### src/rtl/sbg_pkg.sv
`timescale 1ns / 1ps
`default_nettype none

package sbg_pkg;

  // Default table depth (power of two) and phase accumulator width
  localparam int SINE_TABLE_DEPTH_DEF = 1024;
  localparam int PHASE_BITS_DEF       = 32;

  // Serial divider widths: largest dividend is mag * 12000 * num (44 bits),
  // largest divisor is 32767 * fade (30 bits)
  localparam int DVD_W = 44;
  localparam int DVS_W = 30;

  // Q30 fixed-point constants for the sine evaluation
  localparam logic [31:0] Q30_ONE     = 32'd1073741824;
  localparam logic [31:0] HALF_PI_Q30 = 32'd1686629713;
  localparam logic [14:0] FULL_SCALE  = 15'd32767;
  localparam logic [13:0] AMPLITUDE   = 14'd12000;

  // Last Horner step index (five steps: 110, 72, 42, 20, 6)
  localparam logic [2:0] HORNER_LAST = 3'd4;

  // Configuration register indexes
  typedef enum logic [1:0] {
    CFG_PHASE_STEP  = 2'd0,
    CFG_CLIP_LENGTH = 2'd1,
    CFG_FADE_LENGTH = 2'd2
  } cfg_reg_t;

  // Sequencer states
  typedef enum logic [3:0] {
    S_IDLE,
    S_XMUL,
    S_X2MUL,
    S_HDIV,
    S_HWAIT,
    S_HMUL,
    S_SMUL,
    S_VMUL,
    S_VRND,
    S_AMUL,
    S_NMUL,
    S_DMUL,
    S_FDIV,
    S_FWAIT,
    S_DONE
  } sbg_state_t;

  // Reciprocals of the Horner divisors (110, 72, 42, 20, 6), innermost first.
  // floor(n / d) = (n * m) >> s is exact for every dividend the series sees
  // (below 2.7e9).
  function automatic logic [31:0] horner_magic(input logic [2:0] step);
    logic [31:0] m;
    case (step)
      3'd0:    m = 32'd2498890064;
      3'd1:    m = 32'd3817748708;
      3'd2:    m = 32'd3272356036;
      3'd3:    m = 32'd3435973837;
      default: m = 32'd2863311531;
    endcase
    return m;
  endfunction

  // Quotient taken from the reciprocal product: shifts 38, 38, 37, 36, 34
  function automatic logic [30:0] horner_quot(input logic [2:0] step,
                                              input logic [63:0] p);
    logic [30:0] q;
    case (step)
      3'd0:    q = 31'(p[63:38]);
      3'd1:    q = 31'(p[63:38]);
      3'd2:    q = 31'(p[63:37]);
      3'd3:    q = 31'(p[63:36]);
      default: q = 31'(p[63:34]);
    endcase
    return q;
  endfunction

endpackage

`default_nettype wire

### src/rtl/sbg_div.sv
`timescale 1ns / 1ps
`default_nettype none

// Restoring divider, one quotient bit per cycle.
module sbg_div import sbg_pkg::*; (
  input  wire logic             clk,
  input  wire logic             rst,
  input  wire logic             start,
  input  wire logic [DVD_W-1:0] dividend,
  input  wire logic [DVS_W-1:0] divisor,
  output logic                  done,
  output logic      [DVD_W-1:0] quotient
);

  localparam int CNT_W = $clog2(DVD_W + 1);

  logic             busy;
  logic [CNT_W-1:0] cnt;
  logic [DVS_W-1:0] rem;
  logic [DVS_W-1:0] dvs;
  logic [DVD_W-1:0] dvd;

  logic [DVS_W:0]   rem_sh;
  logic [DVS_W:0]   diff;
  logic             fits;
  logic [DVS_W-1:0] rem_next;

  // Trial subtract of the shifted partial remainder
  always_comb begin
    rem_sh   = {rem, dvd[DVD_W-1]};
    diff     = rem_sh - {1'b0, dvs};
    fits     = !diff[DVS_W];
    rem_next = fits ? diff[DVS_W-1:0] : rem_sh[DVS_W-1:0];
  end

  // Control
  always_ff @(posedge clk) begin
    if (rst) begin
      busy <= 1'b0;
      done <= 1'b0;
      cnt  <= '0;
    end else begin
      done <= 1'b0;
      if (start) begin
        busy <= 1'b1;
        cnt  <= '0;
      end else if (busy) begin
        cnt <= cnt + 1'b1;
        if (cnt == CNT_W'(DVD_W - 1)) begin
          busy <= 1'b0;
          done <= 1'b1;
        end
      end
    end
  end

  // Datapath: quotient bits shift in where dividend bits leave
  always_ff @(posedge clk) begin
    if (start) begin
      rem <= '0;
      dvd <= dividend;
      dvs <= divisor;
    end else if (busy) begin
      rem <= rem_next;
      dvd <= {dvd[DVD_W-2:0], fits};
    end
  end

  assign quotient = dvd;

endmodule

`default_nettype wire

### src/rtl/sine_beep_generator_unit.sv
// Tone clip generator: each accepted item (a tick, with restart) yields one
// Q15-derived PCM sample of a linearly faded sine tone, or nothing once the
// clip has ended and no restart is given. A phase accumulator steps by
// phase_step per sample; its top bits pick a point on the sine wave, which is
// evaluated on the fly by a Horner-form Taylor series (Q30) rather than read
// from a stored table. One 32x32 multiplier and one serial divider are
// shared under a small sequencer; the Horner divisions by constants are
// done on the multiplier by reciprocal multiplication, and the divider only
// does the final envelope scaling. An item that yields a sample keeps
// in_stall high through the whole sequence, the wait on the divider
// included, until its sample is loaded into the output register, later if
// the previous sample still sits unaccepted there. An item that yields
// nothing leaves in_stall low. The finished sample sits in an output
// register, so the next item may be taken while it waits. SINE_TABLE_DEPTH
// must be a power of two no larger than 2**PHASE_BITS. Configuration writes
// are taken at any time but are meant to be made while the block is idle.
`timescale 1ns / 1ps
`default_nettype none

module sine_beep_generator_unit import sbg_pkg::*; #(
  parameter int SINE_TABLE_DEPTH = SINE_TABLE_DEPTH_DEF,
  parameter int PHASE_BITS       = PHASE_BITS_DEF
) (
  input  wire logic        clk,
  input  wire logic        rst,
  // configuration write channel
  input  wire logic        cfg_valid,
  output logic             cfg_ready,
  input  wire logic [1:0]  cfg_index,
  input  wire logic [31:0] cfg_data,
  // input items
  input  wire logic        in_valid,
  output logic             in_stall,
  input  wire logic        restart,
  // result items
  output logic             out_valid,
  input  wire logic        out_stall,
  output logic signed [14:0] sample,
  output logic             last
);

  localparam int IDX_W = $clog2(SINE_TABLE_DEPTH);

  // Configuration registers
  logic [31:0] phase_step;
  logic [15:0] clip_length;
  logic [14:0] fade_length;

  // Clip state
  logic [15:0]           sample_index, sample_index_next;
  logic [PHASE_BITS-1:0] phase_acc, phase_acc_next;
  logic                  clip_done, clip_done_next;

  sbg_state_t state, state_next;

  // Datapath registers
  logic [30:0] r;
  logic [1:0]  quad;
  logic [30:0] x;
  logic [31:0] x2;
  logic [30:0] b;
  logic [2:0]  hstep;
  logic [63:0] prod;
  logic [14:0] num;
  logic [14:0] den;
  logic [14:0] mag;
  logic        neg;
  logic        last_p;
  logic [DVD_W-1:0] numer;

  // Shared units
  logic [31:0]      mul_a, mul_b;
  logic             div_start, div_done;
  logic [DVD_W-1:0] div_dvd, div_quot;
  logic [DVS_W-1:0] div_dvs;

  // Accept-time decode
  logic                  in_acc, run, out_load;
  logic [15:0]           si_eff;
  logic [PHASE_BITS-1:0] ph_eff, step_ext;
  logic                  done_eff;
  logic [IDX_W-1:0]      k;
  logic [31:0]           turn;
  logic [30:0]           r_init;
  logic signed [16:0]    len_m_fade;
  logic [14:0]           num_init, den_init;
  logic                  last_init;
  logic [45:0]           rnd;
  logic [15:0]           v;

  assign cfg_ready = 1'b1;
  assign in_stall  = (state != S_IDLE);
  assign in_acc    = in_valid && !in_stall;
  assign out_load  = (state == S_DONE) && (!out_valid || !out_stall);
  assign step_ext  = PHASE_BITS'(phase_step);

  // Restart overrides the stored position; decode envelope and sine point
  always_comb begin
    si_eff     = restart ? 16'd0 : sample_index;
    ph_eff     = restart ? '0 : phase_acc;
    done_eff   = restart ? 1'b0 : clip_done;
    run        = in_acc && !done_eff && (si_eff < clip_length);
    k          = ph_eff[PHASE_BITS-1 -: IDX_W];
    turn       = 32'(k) << (32 - IDX_W);
    r_init     = turn[30] ? (Q30_ONE[30:0] - {1'b0, turn[29:0]}) : {1'b0, turn[29:0]};
    len_m_fade = $signed({1'b0, clip_length}) - $signed({2'b0, fade_length});
    last_init  = (({1'b0, si_eff} + 17'd1) == {1'b0, clip_length});
    if (fade_length == 15'd0) begin
      num_init = 15'd1;
      den_init = 15'd1;
    end else begin
      den_init = fade_length;
      if ($signed({1'b0, si_eff}) > len_m_fade) begin
        num_init = 15'(clip_length - si_eff);
      end else if (si_eff < {1'b0, fade_length}) begin
        num_init = si_eff[14:0];
      end else begin
        num_init = fade_length;
      end
    end
  end

  // Clip position update at accept
  always_comb begin
    sample_index_next = sample_index;
    phase_acc_next    = phase_acc;
    clip_done_next    = clip_done;
    if (in_acc) begin
      sample_index_next = si_eff;
      phase_acc_next    = ph_eff;
      clip_done_next    = done_eff;
      if (!done_eff) begin
        if (si_eff >= clip_length) begin
          clip_done_next = 1'b1;
        end else begin
          sample_index_next = si_eff + 16'd1;
          phase_acc_next    = ph_eff + step_ext;
          if (last_init) begin
            clip_done_next = 1'b1;
          end
        end
      end
    end
  end

  // Sequencer: next state and shared unit operands
  always_comb begin
    state_next = state;
    mul_a      = 32'd0;
    mul_b      = 32'd0;
    div_start  = 1'b0;
    div_dvd    = '0;
    div_dvs    = '0;
    case (state)
      S_IDLE: begin
        if (run) state_next = S_XMUL;
      end
      S_XMUL: begin
        mul_a      = {1'b0, r};
        mul_b      = HALF_PI_Q30;
        state_next = S_X2MUL;
      end
      S_X2MUL: begin
        mul_a      = prod[61:30];
        mul_b      = prod[61:30];
        state_next = S_HDIV;
      end
      S_HDIV: begin
        // divide by the Horner constant through its reciprocal
        mul_a      = prod[61:30];
        mul_b      = horner_magic(hstep);
        state_next = S_HWAIT;
      end
      S_HWAIT: begin
        state_next = (hstep == HORNER_LAST) ? S_SMUL : S_HMUL;
      end
      S_HMUL: begin
        mul_a      = x2;
        mul_b      = {1'b0, b};
        state_next = S_HDIV;
      end
      S_SMUL: begin
        mul_a      = {1'b0, x};
        mul_b      = {1'b0, b};
        state_next = S_VMUL;
      end
      S_VMUL: begin
        mul_a      = prod[61:30];
        mul_b      = 32'(FULL_SCALE);
        state_next = S_VRND;
      end
      S_VRND: begin
        state_next = S_AMUL;
      end
      S_AMUL: begin
        mul_a      = 32'(mag);
        mul_b      = 32'(AMPLITUDE);
        state_next = S_NMUL;
      end
      S_NMUL: begin
        mul_a      = prod[31:0];
        mul_b      = 32'(num);
        state_next = S_DMUL;
      end
      S_DMUL: begin
        mul_a      = 32'(FULL_SCALE);
        mul_b      = 32'(den);
        state_next = S_FDIV;
      end
      S_FDIV: begin
        div_start  = 1'b1;
        div_dvd    = numer;
        div_dvs    = prod[DVS_W-1:0];
        state_next = S_FWAIT;
      end
      S_FWAIT: begin
        if (div_done) state_next = S_DONE;
      end
      S_DONE: begin
        if (out_load) state_next = S_IDLE;
      end
      default: begin
        state_next = S_IDLE;
      end
    endcase
  end

  // Control registers
  always_ff @(posedge clk) begin
    if (rst) begin
      state        <= S_IDLE;
      out_valid    <= 1'b0;
      sample_index <= 16'd0;
      phase_acc    <= '0;
      clip_done    <= 1'b1;
      phase_step   <= 32'd214748365;
      clip_length  <= 16'd3200;
      fade_length  <= 15'd160;
    end else begin
      state        <= state_next;
      sample_index <= sample_index_next;
      phase_acc    <= phase_acc_next;
      clip_done    <= clip_done_next;
      if (out_load) begin
        out_valid <= 1'b1;
      end else if (!out_stall) begin
        out_valid <= 1'b0;
      end
      if (cfg_valid && cfg_ready) begin
        case (cfg_reg_t'(cfg_index))
          CFG_PHASE_STEP:  phase_step  <= cfg_data;
          CFG_CLIP_LENGTH: clip_length <= cfg_data[15:0];
          CFG_FADE_LENGTH: fade_length <= cfg_data[14:0];
          default: ;
        endcase
      end
    end
  end

  // Rounding of the Q30 sine to full scale
  always_comb begin
    rnd = prod[45:0] + 46'(Q30_ONE >> 1);
    v   = rnd[45:30];
  end

  // Datapath registers
  always_ff @(posedge clk) begin
    prod <= mul_a * mul_b;
    case (state)
      S_IDLE: begin
        r      <= r_init;
        quad   <= turn[31:30];
        num    <= num_init;
        den    <= den_init;
        last_p <= last_init;
        hstep  <= 3'd0;
      end
      S_X2MUL: begin
        x <= prod[60:30];
      end
      S_HDIV: begin
        if (hstep == 3'd0) x2 <= prod[61:30];
      end
      S_HWAIT: begin
        b     <= Q30_ONE[30:0] - horner_quot(hstep, prod);
        hstep <= hstep + 3'd1;
      end
      S_VRND: begin
        mag <= (v > {1'b0, FULL_SCALE}) ? FULL_SCALE : v[14:0];
        neg <= quad[1];
      end
      S_DMUL: begin
        numer <= prod[DVD_W-1:0];
      end
      S_FWAIT: begin
        if (div_done) begin
          mag <= (div_quot > DVD_W'(AMPLITUDE)) ? 15'(AMPLITUDE) : div_quot[14:0];
        end
      end
      default: ;
    endcase
    if (out_load) begin
      sample <= neg ? $signed(15'd0 - mag) : $signed(mag);
      last   <= last_p;
    end
  end

  sbg_div u_div (
    .clk      (clk),
    .rst      (rst),
    .start    (div_start),
    .dividend (div_dvd),
    .divisor  (div_dvs),
    .done     (div_done),
    .quotient (div_quot)
  );

  // Divider results only arrive where the sequencer waits for them
  a_div_done_wait: assert property (@(posedge clk) disable iff (rst)
    div_done |-> (state == S_FWAIT))
    else $error("divider finished outside a wait state");

  // Horner loop never runs past its last step
  a_hstep_range: assert property (@(posedge clk) disable iff (rst)
    (state == S_HWAIT) |-> (hstep <= HORNER_LAST))
    else $error("Horner step out of range");

  // Samples stay within the amplitude
  a_sample_range: assert property (@(posedge clk) disable iff (rst)
    out_valid |-> ($signed(sample) <= 15'sd12000 && $signed(sample) >= -15'sd12000))
    else $error("sample beyond amplitude");

  // A new result only comes from a finished computation
  a_out_source: assert property (@(posedge clk) disable iff (rst)
    $rose(out_valid) |-> $past(state == S_DONE))
    else $error("result without finished computation");

endmodule

`default_nettype wire

### config.mk
export PLATFORM = sky130hd
export DESIGN_NAME = sine_beep_generator_unit
export DESIGN_NICKNAME = d
export VERILOG_FILES = /design/src/rtl/sbg_pkg.sv /design/src/rtl/sbg_div.sv /design/src/rtl/sine_beep_generator_unit.sv
export SDC_FILE = /design/constraint.sdc
export NUM_CORES = 2
export LEC_CHECK = 0
export ABC_CLOCK_PERIOD_IN_PS = 12600
export BUFFER_PORTS_ARGS = -buffer_cell sky130_fd_sc_hd__buf_2
export CAP_MARGIN = 15
export CORE_MARGIN = 2
export CORE_UTILIZATION = 40
export CTS_BUF_LIST = sky130_fd_sc_hd__clkbuf_4
export CTS_CLUSTER_SIZE = 30
export DETAILED_ROUTE_END_ITERATION = 8
export SKIP_LAST_GASP = 1
export SLEW_MARGIN = 20
export SYNTH_ARGS = -nofsm -noshare
export SYNTH_HDL_FRONTEND = slang
export SYNTH_SLANG_ARGS = --single-unit
### constraint.sdc
create_clock -name clk -period 12.6 [get_ports clk]
set_clock_uncertainty 0.05 [all_clocks]
set_input_delay 0 -clock clk [delete_from_list [all_inputs] [get_ports clk]]
set_output_delay 0 -clock clk [all_outputs]
set_load 0.02 [all_outputs]
==> metrics.md <==
| Metric | Value |
|---|---|
| Status | finished, violations left |
| Failing checks | DRC |
| Peak VDD IR | 116 uV |
| CTS Sinks | a little over 500 |
| Core Util, Final | 0.439 |
| WL/cell | about 22 um |
| Detailed Route Iter0 Violations | around 4,600 |
| CORE AREA | ~150,000 um2 |
| Async S/R FF share, synth | 0 |
| Global-route wire length before repair | just over 300 mm |
| Crit path DAT | between 10 and 15 ns |
| Clk buf depth | 3 |
| Post-DP Area | ~63,000 um2 |
| Layout area overhead | 9.24% |
| DR pass1 iterations | 9 |
| # fillers | 14,800 |
| CTS tree | built |
| Die height | 392 um |
| Global placement routability congestion | between 1 and 1.5 |
| Max-slew headroom | 0.135 |
| Worst-path fanout max | 28 |
| Drt drc | 8 |
| Max cap viols | 0 |
| HPWL Detailed | ~150 mm |
| R2R Setup Slk | approximately 0.96 ns |
| Largest net degree at the start of global routing | about 80 |
| Power per cell area | about 100 nW/um2 |
| Setup TNS | 0 ns |
| Drt total wl | about 200 mm |
| Synth Instances | between 6,000 and 7,000 |
| Vias in the first global route | 50,400 |
| Ports | 59 |
| Fin area | 65,700 um2 |
| Die width | 392 um |
| Post-route clock period utilization | 0.924 |
| Reg clk slew, reported paths | ~0.07 ns |
| Slew of the pin with the lowest slew margin | between 1 and 1.5 ns |
| Critical Path End Type | flop |
| Minimum clock period | ~12 ns |
| Max incr delay on CP | about 0.94 ns |
| Leakage power | around 30 nW |
| CTS root buffer | clkbuf_4 |
| Total nets after synthesis | slightly above 8,000 |
| # Post-CTS Setup Buffers | 0 |
| GRT overflow | 0 |
| Pins Over Slew Limit | 0 |
| Hold WC Path Type | input pin to flop |
| NumNets Final | a little over 8,000 |
| RSZ-0062 raised after global routing | no |
| Layout cell share with drive strength beyond 1 | 0.0699 |
| Final setup viols | 0 |
| CTS Buf Count | between 100 and 150 |
| WS Path Type | flop to flop |
| Initial antenna violation count | 8 |
| Post-route ant nets | 0 |
| Initial core utilization | 0.402 |
| Via count | between 40,000 and 50,000 |
| Row cnt | around 140 |
| Port Buffers | between 50 and 60 |
| Most used flip-flop cell after synthesis | edfxtp_1 |
| Post-synth cell types | 86 |
| CP Launch Type | flop |
| Clk_lat worst skew | 1.02 ns |
| Worst path required time | between 10 and 15 ns |
| # hold bufs at CTS | around 100 |
| CTS resizes | 0 |
| Seq/Total Area, Yosys | 0.217 |
| Yosys reg bits | 507 |
| Mapped cell area | between 60,000 and 70,000 um2 |
| Worst path most repeated cell | fa_1 |
| Warnings from Yosys | 0 |
| Number of synthesized flops with an enable pin | 288 |
| Die Area | between 150,000 and 200,000 um2 |
| Worst path slowest cell | nor2b_2 |
| Maximum clock rate | approximately 86 MHz |
| Final Hold Vio Count | 0 |
| Synthesized area per cell | ~9 um2 |
| Post-DR vias/cell | about 5.5 |
| H-tree depth | 4 |
| Total GRT Usage | 0.265 |
[kinds of logic after synthesis]
family          share of synthesized area
mux                               0.00718
buf+inv                            0.0925
other cells                     0.0000624
xor+xnor                           0.0321
fa+ha+maj                           0.385
compound gates                      0.101
flops                               0.217
simple gates                        0.166
[critical path: cells and delay by family, from the launching register on]
family,cells,cell delay [ns]
xor+xnor,1,0.17
compound gates,7,2.09
fa+ha+maj,10,4.37
buf+inv,3,0.67
simple gates,7,3.74
flops,1,0.44
[layer usage]
| metal | vias to the layer above | global-route usage | routed length, um |
|---|---|---|---|
| met5 | - | 0 | 20 |
| met4 | 2 | 0.133 | 11100 |
| met3 | 495 | 0.0508 | 18300 |
| met2 | 2301 | 0.417 | 90700 |
| met1 | 24500 | 0.349 | 80200 |
| li1 | 21900 | - | - |
[cells in the final DEF (no fill, tap or decap), drive strengths merged, types with 31 or more instances in the layout]
| cell | instances |
|---|---|
| inv | 1100 |
| nand2 | 1036 |
| fa | 900 |
| nor2 | 759 |
| ha | 410 |
| edfxtp | 288 |
| a21oi | 283 |
| dfxtp | 219 |
| buf | 209 |
| clkbuf | 194 |
| o21ai | 176 |
| xnor2 | 159 |
| dlygate4sd3 | 104 |
| nor3 | 80 |
| a21o | 77 |
| nor2b | 70 |
| nand3 | 64 |
| xor2 | 59 |
| nand4 | 54 |
| and2 | 54 |
| a22oi | 42 |
| o21a | 42 |
| mux2i | 42 |
| and3 | 35 |
| a221oi | 32 |
| and4 | 31 |
| clkinv | 31 |
[worst paths after layout]
path,start,to,depth (start not counted)
worst max-delay path,hstep[0]$_SDFFCE_PN0P_,prod[63]$_DFF_P_,28
worst min register to register,phase_acc[2]$_SDFFE_PP0P_,phase_acc[2]$_SDFFE_PP0P_,2
worst max register to register,hstep[0]$_SDFFCE_PN0P_,prod[63]$_DFF_P_,28
worst min-delay path,restart,sample_index[13]$_SDFFE_PP0P_,5
[cell usage after synthesis, drive strengths merged (27+ instances only)]
cell type	n	area share
a221oi	32	0.0047
a21o	77	0.0096
edfxtp	288	0.14
nor2b	70	0.0073
nand3	64	0.0053
clkbuf	332	0.021
inv	1094	0.068
ha	410	0.085
o21ai	176	0.015
and2	54	0.0056
a211oi	29	0.0036
xor2	59	0.0086
and3	35	0.0036
nand4	54	0.0056
a21oi	283	0.024
xnor2	159	0.023
buf	42	0.0033
fa	900	0.30
and4	31	0.0045
nand2	1036	0.065
nor2	759	0.047
a22oi	42	0.0052
mux2i	42	0.0070
nand2b	28	0.0029
o21a	42	0.0052
a222oi	27	0.0045
dfxtp	219	0.073
nor3	80	0.0067
[report_power, final]
group	switching [mW]	total, mW	internal (mW)
sequential	0.235	2.30	2.07
combinational	1.95	2.89	0.937
clock	0.745	1.52	0.771
total	2.93	6.70	3.77
[registers in the layout (all words and copies together) (netlist names), 4 cells and up]
signal,count
clip_length,16
x,31
prod,64
phase_acc,32
sample,15
u_div.cnt,6
mag,15
u_div.dvs,30
r,9
b,31
numer,44
u_div.rem,30
x2,32
phase_step,32
u_div.quotient,44
state,4
sample_index,16
fade_length,15
den,15
num,15
[area by class of cell]
cell class / instances / area, um2 / area share
Timing Repair Buffer: 313 / 2520 / 0.0384
Clock buffer: 194 / 1460 / 0.0222
Clock inverter: 40 / 256 / 0.00391
Multi-Input combinational cell: 4807 / 41700 / 0.636
Tap cell: 2016 / 2520 / 0.0384
Antenna cell: 8 / 20.0 / 0.000305
Sequential cell: 507 / 13000 / 0.199
Inverter: 1096 / 4120 / 0.0627
[stage by stage]
| step | cells | total power, mW | hold WS (ns) | setup WS (ns) |
|---|---|---|---|---|
| after floorplan | 6784 | 4.01 | 0.0678 | 2.06 |
| after global placement | 8628 | 5.08 | 0.159 | 1.31 |
| after detailed placement | 8634 | 5.11 | 0.165 | 1.34 |
| after CTS | 8972 | 6.67 | 0.132 | 1.32 |
| after global routing | 8977 | 7.04 | 0.289 | 0.678 |
| final | 8981 | 6.70 | 0.257 | 0.957 |
Note: power is estimated with default switching activity, not from simulation.
